## config.mk

```make
export PLATFORM = sky130hd
export DESIGN_NAME = min_max_normalize_to_gray_unit
export DESIGN_NICKNAME = d
export VERILOG_FILES = /design/src/rtl/mmng_pkg.sv /design/src/rtl/mmng_range.sv /design/src/rtl/mmng_div.sv /design/src/rtl/min_max_normalize_to_gray_unit.sv
export SDC_FILE = /design/constraint.sdc
export NUM_CORES = 1
export LEC_CHECK = 0
export ABC_AREA = 1
export BUFFER_PORTS_ARGS = -buffer_cell sky130_fd_sc_hd__clkbuf_2
export CORE_MARGIN = 1
export CORE_UTILIZATION = 67
export DETAILED_ROUTE_END_ITERATION = 10
export PLACE_DENSITY = 0.95
export SYNTH_ARGS = -nofsm -noshare
export SYNTH_HDL_FRONTEND = slang
export SYNTH_SLANG_ARGS = --single-unit
```

## constraint.sdc

```tcl
create_clock -name i_clk -period 4.86 [get_ports i_clk]
set_clock_uncertainty 0.2 [all_clocks]
set_input_delay 0.972 -clock i_clk [delete_from_list [all_inputs] [get_ports i_clk]]
set_output_delay 0.972 -clock i_clk [all_outputs]
set_load 0.005 [all_outputs]
```

## src/rtl/mmng_pkg.sv

```systemverilog
// Shared types and constants for the min-max normalize-to-gray unit.
// No dependencies; used by mmng_range, mmng_div and the top level.
`timescale 1ns / 1ps

package mmng_pkg;

    localparam int unsigned ELEV_W = 16;
    localparam int unsigned GRAY_W = 8;

    localparam logic signed [ELEV_W-1:0] ELEV_MAX     = 16'sh7FFF;
    localparam logic signed [ELEV_W-1:0] ELEV_MIN     = 16'sh8000;
    localparam logic        [GRAY_W-1:0] GRAY_FULL    = 8'hFF;
    localparam logic        [GRAY_W-1:0] GRAY_ZERO    = 8'h00;
    localparam logic signed [ELEV_W-1:0] NO_DATA_RST  = 16'sh8000;

    localparam logic KIND_SCAN = 1'b0;
    localparam logic KIND_MAP  = 1'b1;

    // Strobes from the top level to the range tracker
    typedef struct packed {
        logic scan;   // scan word accepted this cycle
        logic map;    // map word accepted this cycle
        logic last;   // last mark of the accepted word
    } t_range_ctl;

endpackage

```

## src/rtl/mmng_range.sv

```systemverilog
// Running minimum / maximum tracker for the scan pass.
// Depends on mmng_pkg (widths, constants, t_range_ctl).
`timescale 1ns / 1ps

module mmng_range (
    input  logic                                 i_clk,
    input  logic                                 i_rst_n,
    input  mmng_pkg::t_range_ctl                 i_ctl,
    input  logic signed [mmng_pkg::ELEV_W-1:0]   i_elev,
    input  logic signed [mmng_pkg::ELEV_W-1:0]   i_no_data,
    output logic signed [mmng_pkg::ELEV_W-1:0]   o_min,
    output logic signed [mmng_pkg::ELEV_W-1:0]   o_max
);

    logic signed [mmng_pkg::ELEV_W-1:0] r_min, n_min;
    logic signed [mmng_pkg::ELEV_W-1:0] r_max, n_max;
    logic                               r_scan_done, n_scan_done;
    logic signed [mmng_pkg::ELEV_W-1:0] base_min, base_max;

    // Restart the range on the first scan word after a finished pass
    always_comb begin
        base_min    = r_scan_done ? mmng_pkg::ELEV_MAX : r_min;
        base_max    = r_scan_done ? mmng_pkg::ELEV_MIN : r_max;
        n_min       = r_min;
        n_max       = r_max;
        n_scan_done = r_scan_done;
        if (i_ctl.scan) begin
            n_min       = base_min;
            n_max       = base_max;
            n_scan_done = i_ctl.last;
            if (i_elev != i_no_data) begin
                if (i_elev < base_min) n_min = i_elev;
                if (i_elev > base_max) n_max = i_elev;
            end
        end else if (i_ctl.map) begin
            n_scan_done = 1'b1;
        end
    end

    always_ff @(posedge i_clk) begin
        if (!i_rst_n) begin
            r_min       <= mmng_pkg::ELEV_MAX;
            r_max       <= mmng_pkg::ELEV_MIN;
            r_scan_done <= 1'b1;
        end else begin
            r_min       <= n_min;
            r_max       <= n_max;
            r_scan_done <= n_scan_done;
        end
    end

    assign o_min = r_min;
    assign o_max = r_max;

endmodule

```

## src/rtl/mmng_div.sv

```systemverilog
// Bit-serial restoring divider: floor(255*num/den), one quotient bit per cycle.
// Depends on mmng_pkg (widths). Requires num < den so the quotient fits 8 bits.
`timescale 1ns / 1ps

module mmng_div (
    input  logic                          i_clk,
    input  logic                          i_rst_n,
    input  logic                          i_start,
    input  logic [mmng_pkg::ELEV_W-1:0]   i_num,
    input  logic [mmng_pkg::ELEV_W-1:0]   i_den,
    output logic                          o_done,
    output logic [mmng_pkg::GRAY_W-1:0]   o_quot
);

    localparam int unsigned PROD_W = mmng_pkg::ELEV_W + mmng_pkg::GRAY_W;
    localparam int unsigned CNT_W  = $clog2(mmng_pkg::GRAY_W);
    localparam logic [CNT_W-1:0] CNT_LAST = CNT_W'(mmng_pkg::GRAY_W - 1);

    logic [mmng_pkg::ELEV_W-1:0] r_rem;
    logic [mmng_pkg::ELEV_W-1:0] r_den;
    logic [mmng_pkg::GRAY_W-1:0] r_low;   // dividend low byte in, quotient bits out
    logic [CNT_W-1:0]            r_cnt;
    logic                        r_busy;
    logic                        r_done;

    logic [PROD_W-1:0]           prod;
    logic [mmng_pkg::ELEV_W:0]   trial;
    logic [mmng_pkg::ELEV_W:0]   diff;
    logic                        qbit;

    // 255*num as (num << 8) - num
    assign prod = {i_num, {mmng_pkg::GRAY_W{1'b0}}} - {{mmng_pkg::GRAY_W{1'b0}}, i_num};

    // One restoring step: bring down next dividend bit, try subtract
    assign trial = {r_rem, r_low[mmng_pkg::GRAY_W-1]};
    assign diff  = trial - {1'b0, r_den};
    assign qbit  = (trial >= {1'b0, r_den});

    // Control
    always_ff @(posedge i_clk) begin
        if (!i_rst_n) begin
            r_busy <= 1'b0;
            r_done <= 1'b0;
            r_cnt  <= '0;
        end else begin
            r_done <= 1'b0;
            if (i_start) begin
                r_busy <= 1'b1;
                r_cnt  <= '0;
            end else if (r_busy) begin
                r_cnt <= r_cnt + 1'b1;
                if (r_cnt == CNT_LAST) begin
                    r_busy <= 1'b0;
                    r_done <= 1'b1;
                end
            end
        end
    end

    // Datapath shift registers
    always_ff @(posedge i_clk) begin
        if (i_start) begin
            r_rem <= prod[PROD_W-1:mmng_pkg::GRAY_W];
            r_low <= prod[mmng_pkg::GRAY_W-1:0];
            r_den <= i_den;
        end else if (r_busy) begin
            r_rem <= qbit ? diff[mmng_pkg::ELEV_W-1:0] : trial[mmng_pkg::ELEV_W-1:0];
            r_low <= {r_low[mmng_pkg::GRAY_W-2:0], qbit};
        end
    end

    assign o_done = r_done;
    assign o_quot = r_low;

endmodule

```

## src/rtl/min_max_normalize_to_gray_unit.sv

```systemverilog
// Top level of the min-max normalize-to-gray unit: handshakes, control, result register.
// Depends on mmng_pkg, mmng_range and mmng_div.
//
//  channel | direction | handshake                    | payload
//  --------+-----------+------------------------------+------------------------------
//  in      | input     | i_in_valid / o_in_ready      | i_kind, i_elevation, i_last
//  out     | output    | o_out_valid / i_out_ready    | o_gray, o_flat, o_last_out
//  cfg     | input     | i_cfg_we (no wait)           | i_cfg_data (no-data code)
//
// A scan word updates min/max on its accept edge.
// A map word passes through S_SETUP, the bit-serial divider and a load of the result
// register; the next word is accepted only once the unit is back in S_IDLE.
// Reset is synchronous, active low; it restores the empty range and no-data code.
// A result waiting in the output register does not stop input; a later map result
// that finds it still full waits in S_HOLD, which stalls all input until it drains.
`timescale 1ns / 1ps

module min_max_normalize_to_gray_unit (
    input  logic                                 i_clk,
    input  logic                                 i_rst_n,
    input  logic                                 i_cfg_we,
    input  logic signed [mmng_pkg::ELEV_W-1:0]   i_cfg_data,
    input  logic                                 i_in_valid,
    output logic                                 o_in_ready,
    input  logic                                 i_kind,
    input  logic signed [mmng_pkg::ELEV_W-1:0]   i_elevation,
    input  logic                                 i_last,
    output logic                                 o_out_valid,
    input  logic                                 i_out_ready,
    output logic        [mmng_pkg::GRAY_W-1:0]   o_gray,
    output logic                                 o_flat,
    output logic                                 o_last_out
);

    typedef enum logic [1:0] {
        S_IDLE,
        S_SETUP,
        S_DIV,
        S_HOLD
    } t_state;

    t_state                             r_state;
    logic signed [mmng_pkg::ELEV_W-1:0] r_no_data;
    logic signed [mmng_pkg::ELEV_W-1:0] r_v;
    logic                               r_last;
    logic                               r_zero;
    logic                               r_full;
    logic                               r_flat;
    logic        [mmng_pkg::GRAY_W-1:0] r_hold_gray;
    logic                               r_out_valid;
    logic        [mmng_pkg::GRAY_W-1:0] r_gray;
    logic                               r_flat_out;
    logic                               r_last_out;

    logic                               in_acc;
    logic                               out_free;
    logic                               res_load;
    mmng_pkg::t_range_ctl               range_ctl;
    logic signed [mmng_pkg::ELEV_W-1:0] range_min, range_max;
    logic        [mmng_pkg::ELEV_W-1:0] num, den;
    logic                               div_start, div_done;
    logic        [mmng_pkg::GRAY_W-1:0] div_quot;
    logic        [mmng_pkg::GRAY_W-1:0] res_gray;
    logic                               set_flat, set_zero, set_full;

    assign o_in_ready = (r_state == S_IDLE);
    assign in_acc     = i_in_valid && o_in_ready;
    assign out_free   = !r_out_valid || i_out_ready;

    // Result register takes a finished word when it is empty or being read
    assign res_load   = out_free && ((r_state == S_DIV && div_done) || (r_state == S_HOLD));

    assign range_ctl.scan = in_acc && (i_kind == mmng_pkg::KIND_SCAN);
    assign range_ctl.map  = in_acc && (i_kind == mmng_pkg::KIND_MAP);
    assign range_ctl.last = i_last;

    mmng_range u_range (
        .i_clk     (i_clk),
        .i_rst_n   (i_rst_n),
        .i_ctl     (range_ctl),
        .i_elev    (i_elevation),
        .i_no_data (r_no_data),
        .o_min     (range_min),
        .o_max     (range_max)
    );

    // Set-up: classify the sample and form the divider operands
    assign set_flat  = (range_max <= range_min);
    assign set_zero  = set_flat || (r_v == r_no_data) || (r_v <= range_min);
    assign set_full  = (r_v >= range_max);
    assign num       = r_v - range_min;
    assign den       = range_max - range_min;
    assign div_start = (r_state == S_SETUP);

    mmng_div u_div (
        .i_clk   (i_clk),
        .i_rst_n (i_rst_n),
        .i_start (div_start),
        .i_num   (num),
        .i_den   (den),
        .o_done  (div_done),
        .o_quot  (div_quot)
    );

    // Final gray level with the special cases folded in
    always_comb begin
        priority if (r_zero) res_gray = mmng_pkg::GRAY_ZERO;
        else if (r_full)     res_gray = mmng_pkg::GRAY_FULL;
        else                 res_gray = div_quot;
    end

    // Configuration register
    always_ff @(posedge i_clk) begin
        if (!i_rst_n) begin
            r_no_data <= mmng_pkg::NO_DATA_RST;
        end else if (i_cfg_we) begin
            r_no_data <= i_cfg_data;
        end
    end

    // Map word capture and classification flags
    always_ff @(posedge i_clk) begin
        if (range_ctl.map) begin
            r_v    <= i_elevation;
            r_last <= i_last;
        end
        if (r_state == S_SETUP) begin
            r_zero <= set_zero;
            r_full <= set_full;
            r_flat <= set_flat;
        end
        if (r_state == S_DIV && div_done) begin
            r_hold_gray <= res_gray;
        end
    end

    // Control FSM and result register
    always_ff @(posedge i_clk) begin
        if (!i_rst_n) begin
            r_state     <= S_IDLE;
            r_out_valid <= 1'b0;
        end else begin
            if (res_load)         r_out_valid <= 1'b1;
            else if (i_out_ready) r_out_valid <= 1'b0;
            unique case (r_state)
                S_IDLE: begin
                    if (range_ctl.map) r_state <= S_SETUP;
                end
                S_SETUP: begin
                    r_state <= S_DIV;
                end
                S_DIV: begin
                    if (div_done) begin
                        if (out_free) begin
                            r_gray      <= res_gray;
                            r_flat_out  <= r_flat;
                            r_last_out  <= r_last;
                            r_state     <= S_IDLE;
                        end else begin
                            r_state <= S_HOLD;
                        end
                    end
                end
                S_HOLD: begin
                    if (out_free) begin
                        r_gray      <= r_hold_gray;
                        r_flat_out  <= r_flat;
                        r_last_out  <= r_last;
                        r_state     <= S_IDLE;
                    end
                end
                default: r_state <= S_IDLE;
            endcase
        end
    end

    assign o_out_valid = r_out_valid;
    assign o_gray      = r_gray;
    assign o_flat      = r_flat_out;
    assign o_last_out  = r_last_out;

endmodule
```

==> results of run 1 <==
[worst max-delay path by stage]
stage / start / end
after CTS: u_range.r_scan_done / u_range.o_max[1]
final: u_range.r_scan_done / u_range.o_max[1]
after global placement: r_v[0] / u_div.r_rem[13]
after global routing: u_range.r_scan_done / u_range.o_max[9]
after floorplan: r_v[0] / u_div.r_rem[13]
after detailed placement: r_v[0] / u_div.r_rem[15]
[cell usage after synthesis (2+ instances only)]
cell type / count
a211oi_1: 2
a21oi_1: 141
a31oi_1: 4
and2_1: 3
and3_1: 2
buf_1: 2
buf_2: 4
clkbuf_1: 25
clkinv_1: 4
dfxtp_1: 57
edfxtp_1: 78
fa_1: 3
ha_1: 101
inv_1: 177
mux2_2: 8
nand2_1: 323
nand2_2: 8
nand3_1: 80
nand4_1: 23
nor2_1: 114
nor3_1: 19
nor4_1: 5
o211ai_1: 11
o21a_1: 3
o21ai_0: 85
o21bai_1: 3
o221ai_1: 3
o22ai_1: 2
o31ai_1: 3
or2_2: 10
xnor2_1: 26
xor2_1: 31
[critical path, stage by stage (launching register included)]
cell and delay, ns:
dfxtp_1 0.30, buf_4 0.20, inv_1 0.45, nand2_1 0.18
ha_1 0.36, a21oi_1 0.15, nand2_1 0.06, nor2_1 0.09
nor2_1 0.06, o21ai_0 0.15, o211ai_1 0.12, o21ai_0 0.16
nand2_1 0.61, a21oi_1 0.42, o21ai_0 0.15, a21oi_1 0.17
[registers in the layout, indices dropped and copies added, names as in the netlist, 2 cells and up]
signal	cells
r_hold_gray	8
r_v	16
u_div.r_cnt	3
u_div.o_quot	8
o_gray	8
u_range.o_max	16
u_range.o_min	16
r_no_data	16
u_div.r_rem	16
r_state	2
u_div.r_den	16
[power breakdown]
group	total (mW)	leakage, nW	switching [mW]	internal, mW
registers	1.82	1.19	0.190	1.63
clock network	1.28	0.279	0.602	0.683
logic	2.98	3.82	1.94	1.04
[metrics by stage]
| step | utilization | std cells |
|---|---|---|
| 3_3_place_gp | 0.719 | 1582 |
| 3_5_place_dp | 0.719 | 1582 |
| 5_1_grt | 0.759 | 1614 |
| 4_1_cts | 0.759 | 1614 |
| 2_1_floorplan | - | 1371 |
| 6_report | 0.759 | 1614 |
[cells by family after synthesis]
logic type	count (synthesis)
AOI/OAI and AO/OA	263
DFF	135
muxes	8
buffers and inverters	212
and+or+nand+nor	591
adders and majority gates	104
xor gates and xnor gates	58
[metal layers]
metal | vias up | part of all wire
met5 | - | 0
met4 | 0 | 0.056
met3 | 122 | 0.076
met2 | 509 | 0.48
met1 | 4431 | 0.39
li1 | 4705 | -
[final cells by class]
type,instances,area [um2]
clock buffer,17,425
fill,1058,3520
clock inverter,15,159
inverter,181,679
sequential,135,3480
tap,184,230
timing repair buffer,58,310
multi-input combinational,1024,5830
==> metrics.md, run 1 <==
| Metric | Value |
|---|---|
| Outcome | completed |
| EDFF count, synth | just under 80 |
| Busiest metal layer after global routing | met2 |
| Reg2reg path depth | 15 |
| Final instance area | 0.0111 mm2 |
| Cells on Worst Hold Path | 0 |
| Row count | 44 |
| Die Span Y | approximately 120 um |
| Worst hold slack | 0.242 ns |
| Share of layout cells above drive strength 1 | 0.0839 |
| Crit start category | flop |
| RSZ-0062 raised after global routing | no |
| Setup CP Type | reg -> reg |
| CP Data Arrival Time | around 4 ns |
| Post-cts repair resize count | 0 |
| Post-Syn Area | ~0.010 mm2 |
| Hold Startpoint | r_last |
| Area contributors post-synth | edfxtp_1 (23%), ha_1 (13%), nand2_1 (12%) |
| Top-area cell type share of the netlist area | 0.232 |
| Mapped Nets | 1514 |
| Leak Pwr | ~5.3 nW |
| Antenna-violating nets left | 0 |
| M2 GR Usage | 0.636 |
| Post-synthesis cell count | ~1400 |
| Vias | roughly 9800 |
| Num CTS Buffers | 17 |
| Full die area | between 0.015 and 0.02 mm2 |
| First-pass GRT wire length | between 40000 and 50000 um |
| Post-CTS Hold Buffers | 0 |
| Synth Flop Type | edfxtp_1 |
| Starting DRT DRC Count | a little under 1000 |
| Post-synthesis adder-cell area fraction | 0.131 |
| Slew @ Worst Pin | around 1.3 ns |
| Xor/xnor share of the synthesized area | 0.0510 |
| Dpl ws | ~1.2 ns |
| Final hold vios | 0 |
| CTS tree | built |
| Post-synthesis mux area share | 0.00891 |
| Placed cell area | 0.0105 mm2 |
| FF-to-FF Start | u_range.r_scan_done |
| Die width | around 120 um |
| Total grt overflow | 0 |
| Post-Route WL | about 28000 um |
| WHS Endpoint | o_last_out |
| I/O pin cnt | just over 50 |
| # nets final | 1560 |
| Overall power | approximately 6.1 mW |
| Largest area contributor in the netlist | edfxtp_1 |
| GR Util met1 | 0.417 |
| Syn avg cell area | 7.37 um2 |
| Pwr per Cell Area | roughly 550 mW/mm2 |
| Residual DRC | 0 |
| Crit end category | flop |
| Largest family of logic cells by synthesized area | simple AND/OR/NAND/NOR gates |
| Final Slew Violations | 0 |
| CP Max Fanout | 32 |
| Clock Latency Late Sink | ~0.44 ns |
| Worst r2r dst | u_range.o_max[1] |
| PortBufs | 50 |
| Routed length per instance | ~17 um |
| Distinct cells, synth | 43 |
| Synth Area in Compound Gates | 0.139 |
| GRT Overall Usage | 0.366 |
| DR vias/cell | roughly 6.1 |
| Post-route setup TNS | 0 ns |
| Most frequent cells in the layout | nand2_1 (323), inv_1 (177), a21oi_1 (141) |
| Core area | 0.0146 mm2 |
| Ys async rst share | 0 |
| Vias in the first global route | about 9600 |
| Maximum clock frequency | ~260 MHz |
| CTS H-Tree Depth | 4 |
| Largest net degree at the start of global routing | 55 |
| Final setup viols | 0 |
| Worst-path clk slew | approximately 0.07 ns |
| Post-Synth Simple-Gate Area | 0.246 |
| Placer Congestion | 0.952 |
| Yosys warning total | 0 |
| Reg2Reg Setup Slack | about 0.94 ns |
| Diodes inserted | 0 |
| Root buffer cell | clkbuf_16 |
| Met3 usage | 0.0653 |
| Worst min-delay path class | reg -> reg |
| Max Root-Sink Buffers | 2 |
| #FFs+latches synth | 135 |
| Setup WS post-layout | about 0.94 ns |
| Sink Count | roughly 140 |
| Sequential share of the synthesized area | 0.345 |
| Max-cap violation count | 0 |
| Period utilization | 0.807 |
| Relative slew slack | 0.123 |
| CP required | between 5 and 6 ns |
| Starting Density | 0.690 |
| DRT Pass-1 Iters | 5 |
| Most common cell after layout, fill and taps aside | nand2_1 |
| Max rail drop VDD | a little under 300 uV |
| Crit path time final | 3.92 ns |
| Initial antenna violation count | 0 |
| DPL Wire Length | roughly 21000 um |
| Synth-to-layout area growth | 10.0% |
| Postcts setup bufs | 0 |
No activity file was read; power rests on OpenSTA's default activity.
==> run 2: changes to the inputs <==
- CORE_UTILIZATION: 67 -> 57
- PLACE_DENSITY: 0.95 -> 0.87
- clock period: 4.86 -> 3.3 ns (I/O delays scaled with it)
==> run 2 against run 1 <==
Net effect: routed wire length fell by 1.4%; register-to-register slack got worse by 0.89 ns; sequential share of layout area fell by 1.6 points.
==> metrics.md, run 2 (same netlist as run 1, synthesis figures left out) <==
| Metric | Value |
|---|---|
| Outcome | completed |
| First-pass GRT wire length | 43100 um (-4.8%) |
| GRT Overall Usage | 0.303 (-0.0634) |
| Starting DRT DRC Count | 747 (-23%) |
| Crit end category | flop |
| Setup WS post-layout | 0.0472 ns (-0.892 ns) |
| Dpl ws | -0.0287 ns (-1.22 ns) |
| Switching Fraction | 0.443 (-0.00591) |
| CTS tree | built |
| Overall power | 9.27 mW (+52%) |
| FILL cells | 1384 (+31%) |
| DPL Wire Length | 20700 um (+0.11%) |
| Clock Latency Late Sink | 0.43 ns (about the same) |
| DR vias/cell | 5.75 (-5.0%) |
| Worst-path clk slew | 0.06 ns (about the same) |
| Crit start category | flop |
| CTS H-Tree Depth | 4 (unchanged) |
| Post-CTS Hold Buffers | 0 (unchanged) |
| Most frequent cells in the layout | nand2_1 (308), inv_1 (170), a21oi_1 (139) |
| Clock power share | 0.200 (-0.011) |
| Initial antenna violation count | 0 (unchanged) |
| # nets final | 1600 (+2.6%) |
| Post-Route WL | 27300 um (-1.4%) |
| Seq pwr share | 0.283 (-0.015) |
| Setup CP Type | reg -> reg |
| Total grt overflow | 0 (unchanged) |
| Num CTS Buffers | 17 (unchanged) |
| P_sw | 4.11 mW (+50%) |
| Most common cell after layout, fill and taps aside | nand2_1 |
| Power share of the combinational group | 0.516 (+0.026) |
| Slew @ Worst Pin | 0.753 ns (-0.552 ns) |
| Period utilization | 0.986 (+0.179) |
| Reg2reg path depth | 20 (+5) |
| PortBufs | 50 (unchanged) |
| Maximum clock frequency | 307 MHz (+21%) |
| Vias in the first global route | 9035 (-6.2%) |
| Final Slew Violations | 0 (unchanged) |
| CP bufs+invs | 3 (+1) |
| Residual DRC | 0 (unchanged) |
| Max-cap violation count | 0 (unchanged) |
| Critical path's largest stage delay | 0.41 ns (-0.20 ns) |
| Sink Count | 135 (unchanged) |
| Crit path time final | 3.25 ns (-0.668 ns) |
| Max Root-Sink Buffers | 2 (unchanged) |
| Largest net degree at the start of global routing | 53 (-3.6%) |
| CP Data Arrival Time | 3.23 ns (-0.87 ns) |
| Final hold vios | 0 (unchanged) |
| Final setup viols | 0 (unchanged) |
| Row count | 48 (+9.1%) |
| Starting Density | 0.584 (-0.106) |
| Worst path slowest cell | fa_2 |
| Root buffer cell | clkbuf_16 |
| Share of layout cells above drive strength 1 | 0.141 (+0.0569) |
| Cell depth of the worst setup path | 20 (+5) |
| RSZ-0062 raised after global routing | yes |
| Total internal power | 5.16 mW (+54%) |
| Pwr per Cell Area | 792 mW/mm2 (+45%) |
| Relative slew slack | 0.493 (+0.370) |
| Worst min-delay path class | reg -> reg |
| Worst hold slack | 0.223 ns (-0.0196 ns) |
| Full die area | 0.0183 mm2 (+17%) |
| Cells on Worst Hold Path | 0 (unchanged) |
| Synth-to-layout area growth | 15.8% |
| Routed length per instance | 16.1 um (-6.1%) |
| CP required | 3.28 ns (-1.76 ns) |
| CP delay by family, top | simple AND/OR/NAND/NOR gates |
| Vias | 9740 (-0.28%) |
| DRT Pass-1 Iters | 6 (+1) |
| Max rail drop VDD | 777 uV (+160%) |
| Crit path cell chain | inv_2, ha_4, inv_2, fa_2, nand2_2, nand3_2, nand2_1, nand2_2, xor2_2, inv_2, ha_4, nand4_1, nand2_2, nand3_2, nand2_1, nand2_2, nand3_1, nand2_1, nand3_1, nand2_1 |
| Die width | 135 um (+8.3%) |
| Die Span Y | 135 um (+8.3%) |
| Antenna-violating nets left | 0 (unchanged) |
| I/O pin cnt | 51 (unchanged) |
| Core area | 0.0173 mm2 (+18%) |
| Placer Congestion | 0.943 (-0.98%) |
| Leak Pwr | 5.50 nW (+3.9%) |
| CP Max Fanout | 8 (-75%) |
| Diodes inserted | 0 (unchanged) |
==> run 2: changes by cell type in the layout (fill, tap and decap cells not counted), sizes merged <==
cell      delta
buf         +40
clkinvlp     +2
clkinv       -2
==> run 2: path summary, 6_finish.rpt <==
path                     end  slack, ns   start
max          u_div.r_rem[14]       0.05  r_v[0]
min               o_last_out       0.22  r_last
max reg2reg  u_div.r_rem[14]       0.05  r_v[0]
min reg2reg       o_last_out       0.22  r_last
==> run 2: through the flow <==
stage / util / setup TNS [ns] / instance area (um2) / instances
after global placement: 0.627 / 0 / 10800 / 1656
after floorplan: - / 0 / 10100 / 1371
after CTS: 0.663 / 0 / 11500 / 1688
final: 0.677 / 0 / 11700 / 1695
after detailed placement: 0.627 / -0.0489 / 10800 / 1656
after global routing: 0.677 / -0.649 / 11700 / 1695
==> run 2: worst reg2reg max path: stages (launching register included) <==
cell and delay, ns:
edfxtp_1 0.40, inv_2 0.10, ha_4 0.13, inv_2 0.03, fa_2 0.41, nand2_2 0.08, nand3_2 0.06, nand2_1 0.08
nand2_2 0.06, xor2_2 0.19, inv_2 0.08, ha_4 0.27, nand4_1 0.15, nand2_2 0.16, nand3_2 0.10, nand2_1 0.10
nand2_2 0.11, nand3_1 0.09, nand2_1 0.05, nand3_1 0.08, nand2_1 0.07
==> run 2: power by group through the flow <==
stage,clock network (mW),registers (mW),logic (mW)
detailed placement,0,2.65,4.40
finish,1.86,2.63,4.79
floorplan,0,2.57,3.31
CTS,1.87,2.62,4.49
global route,1.94,2.66,5.33
global placement,0,2.63,4.29
==> run 2: what timing repair did <==
action                                  in CTS  in global routing
gates resized for setup                      6                 50
pin swaps                                    0                 19
buffers inserted                             0                  7
endpoints found under the setup margin       8                 23
==> run 2: area by class of cell <==
class	instances	area, um2	share of cell area
clock buffer	17	425	0.0363
inverter	181	683	0.0584
sequential	135	3480	0.298
multi-input combinational	1024	6050	0.517
clock inverter	15	158	0.0135
timing repair buffer	98	623	0.0532
tap	225	282	0.0240
==> run 2: per-layer routing <==
| metal | part of all wire | GRT usage | up-vias |
|---|---|---|---|
| met5 | 0 | 0 | - |
| met4 | 0.042 | 0.149 | 0 |
| met3 | 0.076 | 0.0486 | 80 |
| met2 | 0.48 | 0.513 | 423 |
| met1 | 0.41 | 0.374 | 4461 |
| li1 | - | - | 4776 |
